<file path="config.mk">
export PLATFORM = sky130hd
export DESIGN_NAME = joystick_ramped_differential_drive
export DESIGN_NICKNAME = d
export VERILOG_FILES = /design/src/rtl/jrdd_pkg.sv /design/src/rtl/jrdd_axis_map.sv /design/src/rtl/jrdd_ramp.sv /design/src/rtl/jrdd_mixer.sv /design/src/rtl/joystick_ramped_differential_drive.sv
export VERILOG_INCLUDE_DIRS = /design/src /design/src/rtl
export SDC_FILE = /design/constraint.sdc
export NUM_CORES = 2
export LEC_CHECK = 0
export BUFFER_PORTS_ARGS = -buffer_cell sky130_fd_sc_hd__buf_2
export CAP_MARGIN = 20
export CORE_MARGIN = 2
export CORE_UTILIZATION = 55
export DETAILED_ROUTE_END_ITERATION = 16
export GPL_TIMING_DRIVEN = 0
export HOLD_SLACK_MARGIN = 0.03
export PLACE_DENSITY = 0.72
export SLEW_MARGIN = 20
export SYNTH_ARGS = -nofsm -noshare
export SYNTH_HDL_FRONTEND = slang
export SYNTH_SLANG_ARGS = --single-unit
</file>
<file path="constraint.sdc">
create_clock -name clk_i -period 14.6 [get_ports clk_i]
set_input_delay 1.46 -clock clk_i [delete_from_list [all_inputs] [get_ports clk_i]]
set_output_delay 1.46 -clock clk_i [all_outputs]
set_load 0.02 [all_outputs]
</file>
<file path="src/rtl/assert_macros.svh">
// Assertion macros shared by the RTL files.
// Assertions compile away when SYNTHESIS is defined.
`ifndef ASSERT_MACROS_SVH
`define ASSERT_MACROS_SVH

`ifndef SYNTHESIS
`define ASSERT_PROP(lbl, clk, rst_n, prop) \
  lbl: assert property (@(posedge clk) disable iff (!(rst_n)) (prop)) \
    else $error("assertion failed: lbl");
`define ASSERT_NEVER(lbl, clk, rst_n, expr) \
  lbl: assert property (@(posedge clk) disable iff (!(rst_n)) !(expr)) \
    else $error("assertion failed: lbl");
`else
`define ASSERT_PROP(lbl, clk, rst_n, prop)
`define ASSERT_NEVER(lbl, clk, rst_n, expr)
`endif

`endif

</file>
<file path="src/rtl/jrdd_pkg.sv">
// Shared types, constants and helpers for the ramped differential drive mixer.
// No dependencies.
`timescale 1ns / 1ps
package jrdd_pkg;

  localparam int unsigned CFG_IDX_W  = 3;
  localparam int unsigned CFG_DATA_W = 16;

  // register indexes
  localparam logic [CFG_IDX_W-1:0] CFG_DEADBAND    = 3'd0;
  localparam logic [CFG_IDX_W-1:0] CFG_FAST_STEP   = 3'd1;
  localparam logic [CFG_IDX_W-1:0] CFG_SLOW_STEP   = 3'd2;
  localparam logic [CFG_IDX_W-1:0] CFG_BRAKE_STEP  = 3'd3;
  localparam logic [CFG_IDX_W-1:0] CFG_FAST_LIMIT  = 3'd4;
  localparam logic [CFG_IDX_W-1:0] CFG_TURN_GAIN   = 3'd5;

  // reset values
  localparam logic [7:0]  DEADBAND_RST   = 8'd12;
  localparam logic [13:0] FAST_STEP_RST  = 14'd512;
  localparam logic [13:0] SLOW_STEP_RST  = 14'd205;
  localparam logic [13:0] BRAKE_STEP_RST = 14'd2688;
  localparam logic [15:0] FAST_LIMIT_RST = 16'd13709;
  localparam logic [7:0]  TURN_GAIN_RST  = 8'd90;

  // link status codes
  localparam logic [1:0] LINK_FRESH = 2'd0;
  localparam logic [1:0] LINK_HOLD  = 2'd1;

  // full scale in Q.8
  localparam logic signed [16:0] RAMP_MAX = 17'sd65280;
  localparam logic signed [18:0] SIDE_MAX = 19'sd65280;

  typedef struct packed {
    logic [13:0] fast_step;
    logic [13:0] slow_step;
    logic [13:0] brake_step;
    logic [15:0] fast_limit;
  } ramp_cfg_t;

  typedef struct packed {
    logic [7:0] fwd;
    logic [7:0] rev;
  } duty_pair_t;

  // saturate a Q.8 side value to full scale and split into duties
  function automatic duty_pair_t side_split(input logic signed [18:0] s);
    logic signed [18:0] sat;
    logic [18:0]        mag;
    duty_pair_t         r;
    sat = s;
    if (s > SIDE_MAX) sat = SIDE_MAX;
    if (s < -SIDE_MAX) sat = -SIDE_MAX;
    mag = sat[18] ? 19'(-sat) : 19'(sat);
    r.fwd = 8'd0;
    r.rev = 8'd0;
    if (sat[18]) r.rev = mag[15:8];
    else         r.fwd = mag[15:8];
    return r;
  endfunction

endpackage

</file>
<file path="src/rtl/jrdd_axis_map.sv">
// Maps one raw stick axis to a signed whole-number target with deadband.
// Depends on jrdd_pkg.
`timescale 1ns / 1ps
module jrdd_axis_map (
  input  logic [15:0]       raw_i,
  input  logic [7:0]        deadband_i,
  output logic signed [8:0] target_o
);
  import jrdd_pkg::*;

  localparam logic [25:0] AxisOffset = 26'd16711425; // 255 * 65535

  logic [24:0]        scaled;
  logic signed [25:0] n;
  logic [23:0]        mag;
  logic [24:0]        mag_sum;
  logic [8:0]         q_est;
  logic [24:0]        rem;
  logic [7:0]         q;
  logic [23:0]        thresh;

  // raw * 510
  assign scaled = {raw_i, 9'b0} - {8'b0, raw_i, 1'b0};
  assign n      = signed'(AxisOffset) - signed'({1'b0, scaled});
  assign mag    = n[25] ? 24'(-n) : n[23:0];

  // divide by 65535: estimate low by at most one, then correct
  assign mag_sum = {1'b0, mag} + {17'b0, mag[23:16]};
  assign q_est   = mag_sum[24:16];
  assign rem     = {1'b0, mag} - {q_est, 16'b0} + {16'b0, q_est};
  assign q       = 8'(q_est + {8'b0, (rem >= 25'd65535)});

  // deadband * 65535
  assign thresh = {deadband_i, 16'b0} - {16'b0, deadband_i};

  always_comb begin
    if (mag <= thresh) begin
      target_o = 9'sd0;
    end else if (n[25]) begin
      target_o = -signed'({1'b0, q});
    end else begin
      target_o = signed'({1'b0, q});
    end
  end

endmodule

</file>
<file path="src/rtl/jrdd_ramp.sv">
// Slew-rate limiter for one axis: next ramp value from current value and target.
// Depends on jrdd_pkg.
`timescale 1ns / 1ps
module jrdd_ramp (
  input  jrdd_pkg::ramp_cfg_t cfg_i,
  input  logic signed [16:0]  cur_i,
  input  logic signed [8:0]   target_i,
  output logic signed [16:0]  next_o
);
  import jrdd_pkg::*;

  logic signed [18:0] c, t, lim, fast, slow, decel, s, nxt;

  assign c     = 19'(cur_i);
  assign t     = 19'(signed'({target_i, 8'b0}));
  assign lim   = signed'({3'b0, cfg_i.fast_limit});
  assign fast  = signed'({5'b0, cfg_i.fast_step});
  assign slow  = signed'({5'b0, cfg_i.slow_step});
  assign decel = signed'({5'b0, cfg_i.brake_step});

  always_comb begin
    s   = c;
    nxt = c;
    if (t == 19'sd0) begin
      if (c > 19'sd0) begin
        s   = c - decel;
        nxt = (s < 19'sd0) ? 19'sd0 : s;
      end else if (c < 19'sd0) begin
        s   = c + decel;
        nxt = (s > 19'sd0) ? 19'sd0 : s;
      end
    end else if (t > 19'sd0) begin
      if (c < t) begin
        s   = c + ((c < lim) ? fast : slow);
        nxt = (s > t) ? t : s;
      end else begin
        s   = c - decel;
        nxt = (s < t) ? t : s;
      end
    end else begin
      if (c > t) begin
        s   = c - ((c > -lim) ? fast : slow);
        nxt = (s < t) ? t : s;
      end else begin
        s   = c + decel;
        nxt = (s > t) ? t : s;
      end
    end
  end

  // clamped result stays within full scale
  assign next_o = nxt[16:0];

endmodule

</file>
<file path="src/rtl/jrdd_mixer.sv">
// Differential mixer: negated ramps, scaled turn term, saturation and duty split.
// Depends on jrdd_pkg.
`timescale 1ns / 1ps
module jrdd_mixer (
  input  logic signed [16:0]  ramp_lin_i,
  input  logic signed [16:0]  ramp_ang_i,
  input  logic [7:0]          turn_gain_i,
  output jrdd_pkg::duty_pair_t left_o,
  output jrdd_pkg::duty_pair_t right_o
);
  import jrdd_pkg::*;

  logic signed [17:0] lin, ang;
  logic signed [26:0] prod;
  logic [26:0]        pmag;
  logic signed [18:0] term_mag, term, left, right;

  assign lin  = -18'(ramp_lin_i);
  assign ang  = -18'(ramp_ang_i);
  assign prod = ang * signed'({1'b0, turn_gain_i});
  assign pmag = prod[26] ? 27'(-prod) : 27'(prod);

  // truncate toward zero
  assign term_mag = signed'({2'b0, pmag[24:8]});
  assign term     = prod[26] ? -term_mag : term_mag;

  assign left  = 19'(lin) - term;
  assign right = 19'(lin) + term;

  assign left_o  = side_split(left);
  assign right_o = side_split(right);

endmodule

</file>
<file path="src/rtl/joystick_ramped_differential_drive.sv">
// Ramped differential drive mixer, top level: config registers, pipeline, assertions.
// Depends on jrdd_pkg, jrdd_axis_map, jrdd_ramp, jrdd_mixer, assert_macros.svh.
`timescale 1ns / 1ps
// One transaction per clock tick in steady state; a result passes the input
// register, which loads on the accepting edge, then the ramp state register,
// then the output register. The throughput is set by the ramp state update, a
// single add and clamp per axis, so an input is taken every cycle as long as
// the output side keeps taking results. Stick axes are mapped to targets as
// they enter, the ramps advance when an item moves into the ramp stage, and
// the mixer fills the output register. Configuration writes are always taken
// (cfg_ready_o is tied high) and must happen while the pipeline is empty.
`include "assert_macros.svh"

module joystick_ramped_differential_drive (
  input  logic                            clk_i,
  input  logic                            rst_ni,
  input  logic                            cfg_valid_i,
  output logic                            cfg_ready_o,
  input  logic [jrdd_pkg::CFG_IDX_W-1:0]  cfg_index_i,
  input  logic [jrdd_pkg::CFG_DATA_W-1:0] cfg_data_i,
  input  logic                            in_valid_i,
  output logic                            in_ready_o,
  input  logic [15:0]                     stick_vertical_i,
  input  logic [15:0]                     stick_horizontal_i,
  input  logic [1:0]                      link_status_i,
  output logic                            out_valid_o,
  input  logic                            out_ready_i,
  output logic [7:0]                      left_forward_duty_o,
  output logic [7:0]                      left_reverse_duty_o,
  output logic [7:0]                      right_forward_duty_o,
  output logic [7:0]                      right_reverse_duty_o
);
  import jrdd_pkg::*;

  // configuration
  logic [7:0] deadband_q, turn_gain_q;
  ramp_cfg_t  ramp_cfg_q;

  // input stage
  logic              s1_valid_q;
  logic signed [8:0] s1_tgt_lin_q, s1_tgt_ang_q;
  logic [1:0]        s1_status_q;
  logic signed [8:0] map_lin, map_ang;

  // ramp stage (holds the block state)
  logic              s2_valid_q;
  logic signed [8:0] target_lin_q, target_ang_q;
  logic signed [8:0] target_lin_d, target_ang_d;
  logic signed [16:0] ramp_lin_q, ramp_ang_q, ramp_lin_d, ramp_ang_d;

  // output stage
  logic       out_valid_q;
  duty_pair_t left_q, right_q, left_d, right_d;

  logic s1_adv, out_adv, s2_ready;

  assign cfg_ready_o = 1'b1;

  always_ff @(posedge clk_i or negedge rst_ni) begin
    if (!rst_ni) begin
      deadband_q            <= DEADBAND_RST;
      turn_gain_q           <= TURN_GAIN_RST;
      ramp_cfg_q.fast_step  <= FAST_STEP_RST;
      ramp_cfg_q.slow_step  <= SLOW_STEP_RST;
      ramp_cfg_q.brake_step <= BRAKE_STEP_RST;
      ramp_cfg_q.fast_limit <= FAST_LIMIT_RST;
    end else if (cfg_valid_i) begin
      unique case (cfg_index_i)
        CFG_DEADBAND:   deadband_q            <= cfg_data_i[7:0];
        CFG_FAST_STEP:  ramp_cfg_q.fast_step  <= cfg_data_i[13:0];
        CFG_SLOW_STEP:  ramp_cfg_q.slow_step  <= cfg_data_i[13:0];
        CFG_BRAKE_STEP: ramp_cfg_q.brake_step <= cfg_data_i[13:0];
        CFG_FAST_LIMIT: ramp_cfg_q.fast_limit <= cfg_data_i;
        CFG_TURN_GAIN:  turn_gain_q           <= cfg_data_i[7:0];
        default: ;
      endcase
    end
  end

  // handshake chain
  assign out_adv    = s2_valid_q && (!out_valid_q || out_ready_i);
  assign s2_ready   = !s2_valid_q || out_adv;
  assign s1_adv     = s1_valid_q && s2_ready;
  assign in_ready_o = !s1_valid_q || s1_adv;

  jrdd_axis_map u_map_lin (
    .raw_i      (stick_vertical_i),
    .deadband_i (deadband_q),
    .target_o   (map_lin)
  );

  jrdd_axis_map u_map_ang (
    .raw_i      (stick_horizontal_i),
    .deadband_i (deadband_q),
    .target_o   (map_ang)
  );

  always_ff @(posedge clk_i or negedge rst_ni) begin
    if (!rst_ni) begin
      s1_valid_q <= 1'b0;
    end else if (in_valid_i && in_ready_o) begin
      s1_valid_q <= 1'b1;
    end else if (s1_adv) begin
      s1_valid_q <= 1'b0;
    end
  end

  always_ff @(posedge clk_i) begin
    if (in_valid_i && in_ready_o) begin
      s1_tgt_lin_q <= map_lin;
      s1_tgt_ang_q <= map_ang;
      s1_status_q  <= link_status_i;
    end
  end

  // target select: fresh, hold, or disconnected
  always_comb begin
    case (s1_status_q)
      LINK_FRESH: begin
        target_lin_d = s1_tgt_lin_q;
        target_ang_d = s1_tgt_ang_q;
      end
      LINK_HOLD: begin
        target_lin_d = target_lin_q;
        target_ang_d = target_ang_q;
      end
      default: begin
        target_lin_d = 9'sd0;
        target_ang_d = 9'sd0;
      end
    endcase
  end

  jrdd_ramp u_ramp_lin (
    .cfg_i    (ramp_cfg_q),
    .cur_i    (ramp_lin_q),
    .target_i (target_lin_d),
    .next_o   (ramp_lin_d)
  );

  jrdd_ramp u_ramp_ang (
    .cfg_i    (ramp_cfg_q),
    .cur_i    (ramp_ang_q),
    .target_i (target_ang_d),
    .next_o   (ramp_ang_d)
  );

  always_ff @(posedge clk_i or negedge rst_ni) begin
    if (!rst_ni) begin
      s2_valid_q   <= 1'b0;
      target_lin_q <= 9'sd0;
      target_ang_q <= 9'sd0;
      ramp_lin_q   <= 17'sd0;
      ramp_ang_q   <= 17'sd0;
    end else if (s1_adv) begin
      s2_valid_q   <= 1'b1;
      target_lin_q <= target_lin_d;
      target_ang_q <= target_ang_d;
      ramp_lin_q   <= ramp_lin_d;
      ramp_ang_q   <= ramp_ang_d;
    end else if (out_adv) begin
      s2_valid_q <= 1'b0;
    end
  end

  jrdd_mixer u_mixer (
    .ramp_lin_i  (ramp_lin_q),
    .ramp_ang_i  (ramp_ang_q),
    .turn_gain_i (turn_gain_q),
    .left_o      (left_d),
    .right_o     (right_d)
  );

  always_ff @(posedge clk_i or negedge rst_ni) begin
    if (!rst_ni) begin
      out_valid_q <= 1'b0;
    end else if (out_adv) begin
      out_valid_q <= 1'b1;
    end else if (out_ready_i) begin
      out_valid_q <= 1'b0;
    end
  end

  always_ff @(posedge clk_i) begin
    if (out_adv) begin
      left_q  <= left_d;
      right_q <= right_d;
    end
  end

  assign out_valid_o          = out_valid_q;
  assign left_forward_duty_o  = left_q.fwd;
  assign left_reverse_duty_o  = left_q.rev;
  assign right_forward_duty_o = right_q.fwd;
  assign right_reverse_duty_o = right_q.rev;

  // ramp state moves only when an item enters the ramp stage
  `ASSERT_PROP(a_ramp_hold, clk_i, rst_ni, !s1_adv |=> ($stable(ramp_lin_q) && $stable(ramp_ang_q)))
  // ramps never pass full scale
  `ASSERT_NEVER(a_lin_range, clk_i, rst_ni, (ramp_lin_q > RAMP_MAX) || (ramp_lin_q < -RAMP_MAX))
  `ASSERT_NEVER(a_ang_range, clk_i, rst_ni, (ramp_ang_q > RAMP_MAX) || (ramp_ang_q < -RAMP_MAX))
  // a side drives one direction at a time
  `ASSERT_NEVER(a_left_dir, clk_i, rst_ni, out_valid_q && (|left_q.fwd) && (|left_q.rev))
  `ASSERT_NEVER(a_right_dir, clk_i, rst_ni, out_valid_q && (|right_q.fwd) && (|right_q.rev))

endmodule

</file>
==> results.toml <==
[setup_path]
crit_slowest_cell = "fa_1"
worstPathRequired_ns = 14.80
worst_path_dominant_cell_family = "simple AND/OR/NAND/NOR gates"
path_class = "register to register"
critPathBufInv = 10
critPathCaptureType = "register"
cp.arrival_ns = 13.95
slowest_delay_ns = 0.53
worstSetupStartpointType = "register"
crit_path_frequent_cell = "inv_1"
cp_max_fo = 10

[drt]
vias = 34800
wl_per_cell_um = 20.3
drc = 0
viasPerCell = 6.25
drt_iter0_markers = 3321
drt_wl_total_mm = 113
final_antenna_net_count = 0
drt_first_pass_iters = 6

[logic_synthesis]
ys_ff_latch = 181
syn_inst = 4575
synth_top_area_share = 0.188
syn_area_um2 = 36600
syn_nets = 5308
async_flop_share = 0.713
synthAdderAreaFrac = 0.256
ys_types = 111
synth.mux.area_fraction = 0.0438
synth-edff-count = 52
synth.yosys.seq_area_share = 0.132
synth-xor-area-share = 0.0959
synthFlopType = "dfrtp_1"
synth_compound_area_frac = 0.207
synth_most_common_cell = "ha_1"
yosys.area_share.simple = 0.203
ys_top_cells_by_area = "ha_1 19%, dfrtp_1 7.2%, xnor2_1 7.1%, fa_1 6.8%, inv_1 4.5%"
synthTopCellsByCount = "551 x ha_1, 443 x inv_1, 338 x nand2_1"
synth_top_family_by_area = "adder cells"
yosys_warnings = 0
syn_area_per_cell_um2 = 8.00
synth_top_cell_by_area = "ha_1"

[die]
dieArea_um2 = 68600
coreArea_um2 = 65900
initial_core_util = 0.556
num_rows = 94
io_pins = 93
die_y_um = 262
die_w_um = 262

[place]
dpl_worst_slack_ns = 0.328
gp_congestion = 1.03
port_buffers = 90
dp_hpwl_mm = 91.4

[finish]
fin_nets = 5419
syn2layout_area_growth_pct = 6.08
regArea_um2 = 4820
diodes = 0
final_layout_size_suffix_gt1_frac = 0.0760
fill_cells = 6194
multi_input_area_um2 = 29600

[timing]
hold_viol = 0
setup_ws_ns = 0.852
period_share = 0.942
fmax_mhz = 72.7
setup-tns-final_ns = 0
drv_slew = 0
setup_viol = 0
relSlewSlack = 0.248
fin_crit_ns = 13.75
tightest_slew_ns = 1.12
rsz0062_at_grt = "false"
clock-skew-final_ns = 0.0106

[global_routing]
antenna_found_initial = 4
grt_pass1_vias = 32900
grt_max_degree = 91
grtUsageTotal = 0.327
grt_pass1_wl_mm = 179
overflow = 0

[min_path]
hp-class = "register to register"

[run]
drv_cap = 0

[run_status]
status = "finished, final reports clean"

[clock_tree]
clk-insertion-delay-late_ns = 0.48
clockRootBuffer = "clkbuf_16"
cts.sinks = 181
ctsHoldBuffers = 0
cts_buffer_depth = 2
clk_pin_slew_ns = 0.07
cts_tree = "done"
cts_buffers = 17
htreeDepth = 4
-- cells by family after synthesis --
group,count (synthesis)
flops,181
mux,148
other cells,1
compound gates,1135
xor+xnor,400
buf+inv,596
fa+ha+maj,675
simple gates,1439
-- worst min-delay path: cells and delay by family (launching register included) --
| family | cells | cell delay [ns] |
|---|---|---|
| flip-flops | 1 | 0.35 |
| AO/OA/AOI/OAI | 1 | 0.06 |
| AND/OR/NAND/NOR | 1 | 0.05 |
-- final timing paths --
check	from	endpoint	slack, ns	depth (start not counted)
setup / recovery	ramp_ang_q[0]	left_reverse_duty_o[1]	0.85	51
min in group asynchronous	rst_ni	ramp_ang_q[15]	0.85	1
max in group asynchronous	rst_ni	ramp_cfg_q[36]	12.94	2
hold / removal	target_lin_q[5]	target_lin_q[5]	0.49	2
setup reg to reg	ramp_ang_q[0]	left_reverse_duty_o[1]	0.85	51
hold reg to reg	target_lin_q[5]	target_lin_q[5]	0.49	2
-- per-layer routing --
| metal | up-vias | part of all wire | global-route usage | wire length [um] |
|---|---|---|---|---|
| li1 | 16600 | - | - | - |
| met1 | 16500 | 0.42 | 0.425 | 47400 |
| met2 | 1325 | 0.46 | 0.549 | 52100 |
| met3 | 310 | 0.071 | 0.0421 | 8030 |
| met4 | 6 | 0.046 | 0.137 | 5140 |
| met5 | - | 0.00041 | 0 | 46 |
-- area by class of cell --
| type | instances | area share |
|---|---|---|
| clock buffers | 21 | 0.0124 |
| inverters | 447 | 0.0432 |
| plain buffers | 149 | 0.0156 |
| flip-flops and latches | 181 | 0.124 |
| well taps | 864 | 0.0278 |
| clock inverters | 11 | 0.00287 |
| multi-input cells | 3798 | 0.761 |
| repair buffers | 92 | 0.0127 |
-- placed cells by master, fill, tap and decap left out, drive strengths merged, types with 80 or more instances in the layout --
master / count
nand3: 114
xnor2: 298
a21o: 82
buf: 111
fa: 124
and2: 87
o21ai: 235
a21oi: 305
mux2: 89
clkbuf: 151
nor3: 114
nor2b: 89
xor2: 102
ha: 551
inv: 450
dfrtp: 106
nand2: 338
nor2: 307
nand2b: 80
-- stage by stage --
stage	hold slack [ns]	std cells	cell area, um^2	utilization
6_report	0.492	5563	38800	0.590
3_5_place_dp	0.476	5531	38200	0.580
2_1_floorplan	0.450	4575	36600	-
5_1_grt	0.502	5563	38800	0.590
3_3_place_gp	0.465	5529	38100	0.579
4_1_cts	0.491	5563	38800	0.589
-- state kept, by name, summed over array words and instances (netlist names) --
signal / cells
target_ang_q: 9
s2_valid_q: 1
deadband_q: 8
ramp_cfg_q: 58
s1_status_q: 2
left_reverse_duty_o: 8
target_lin_q: 9
out_valid_o: 1
right_forward_duty_o: 8
right_reverse_duty_o: 8
s1_valid_q: 1
s1_tgt_ang_q: 9
turn_gain_q: 8
left_forward_duty_o: 8
ramp_ang_q: 17
s1_tgt_lin_q: 9
ramp_lin_q: 17
-- repair_timing --
| action | 4_1_cts | 5_1_grt |
|---|---|---|
| gates resized for setup | 0 | 9 |
| endpoints found under the setup margin | 0 | 32 |
| buffers inserted | 0 | 0 |
Power is not shown: default switching activity piles up to over one toggle a cycle in this logic, so the estimate is an artifact.
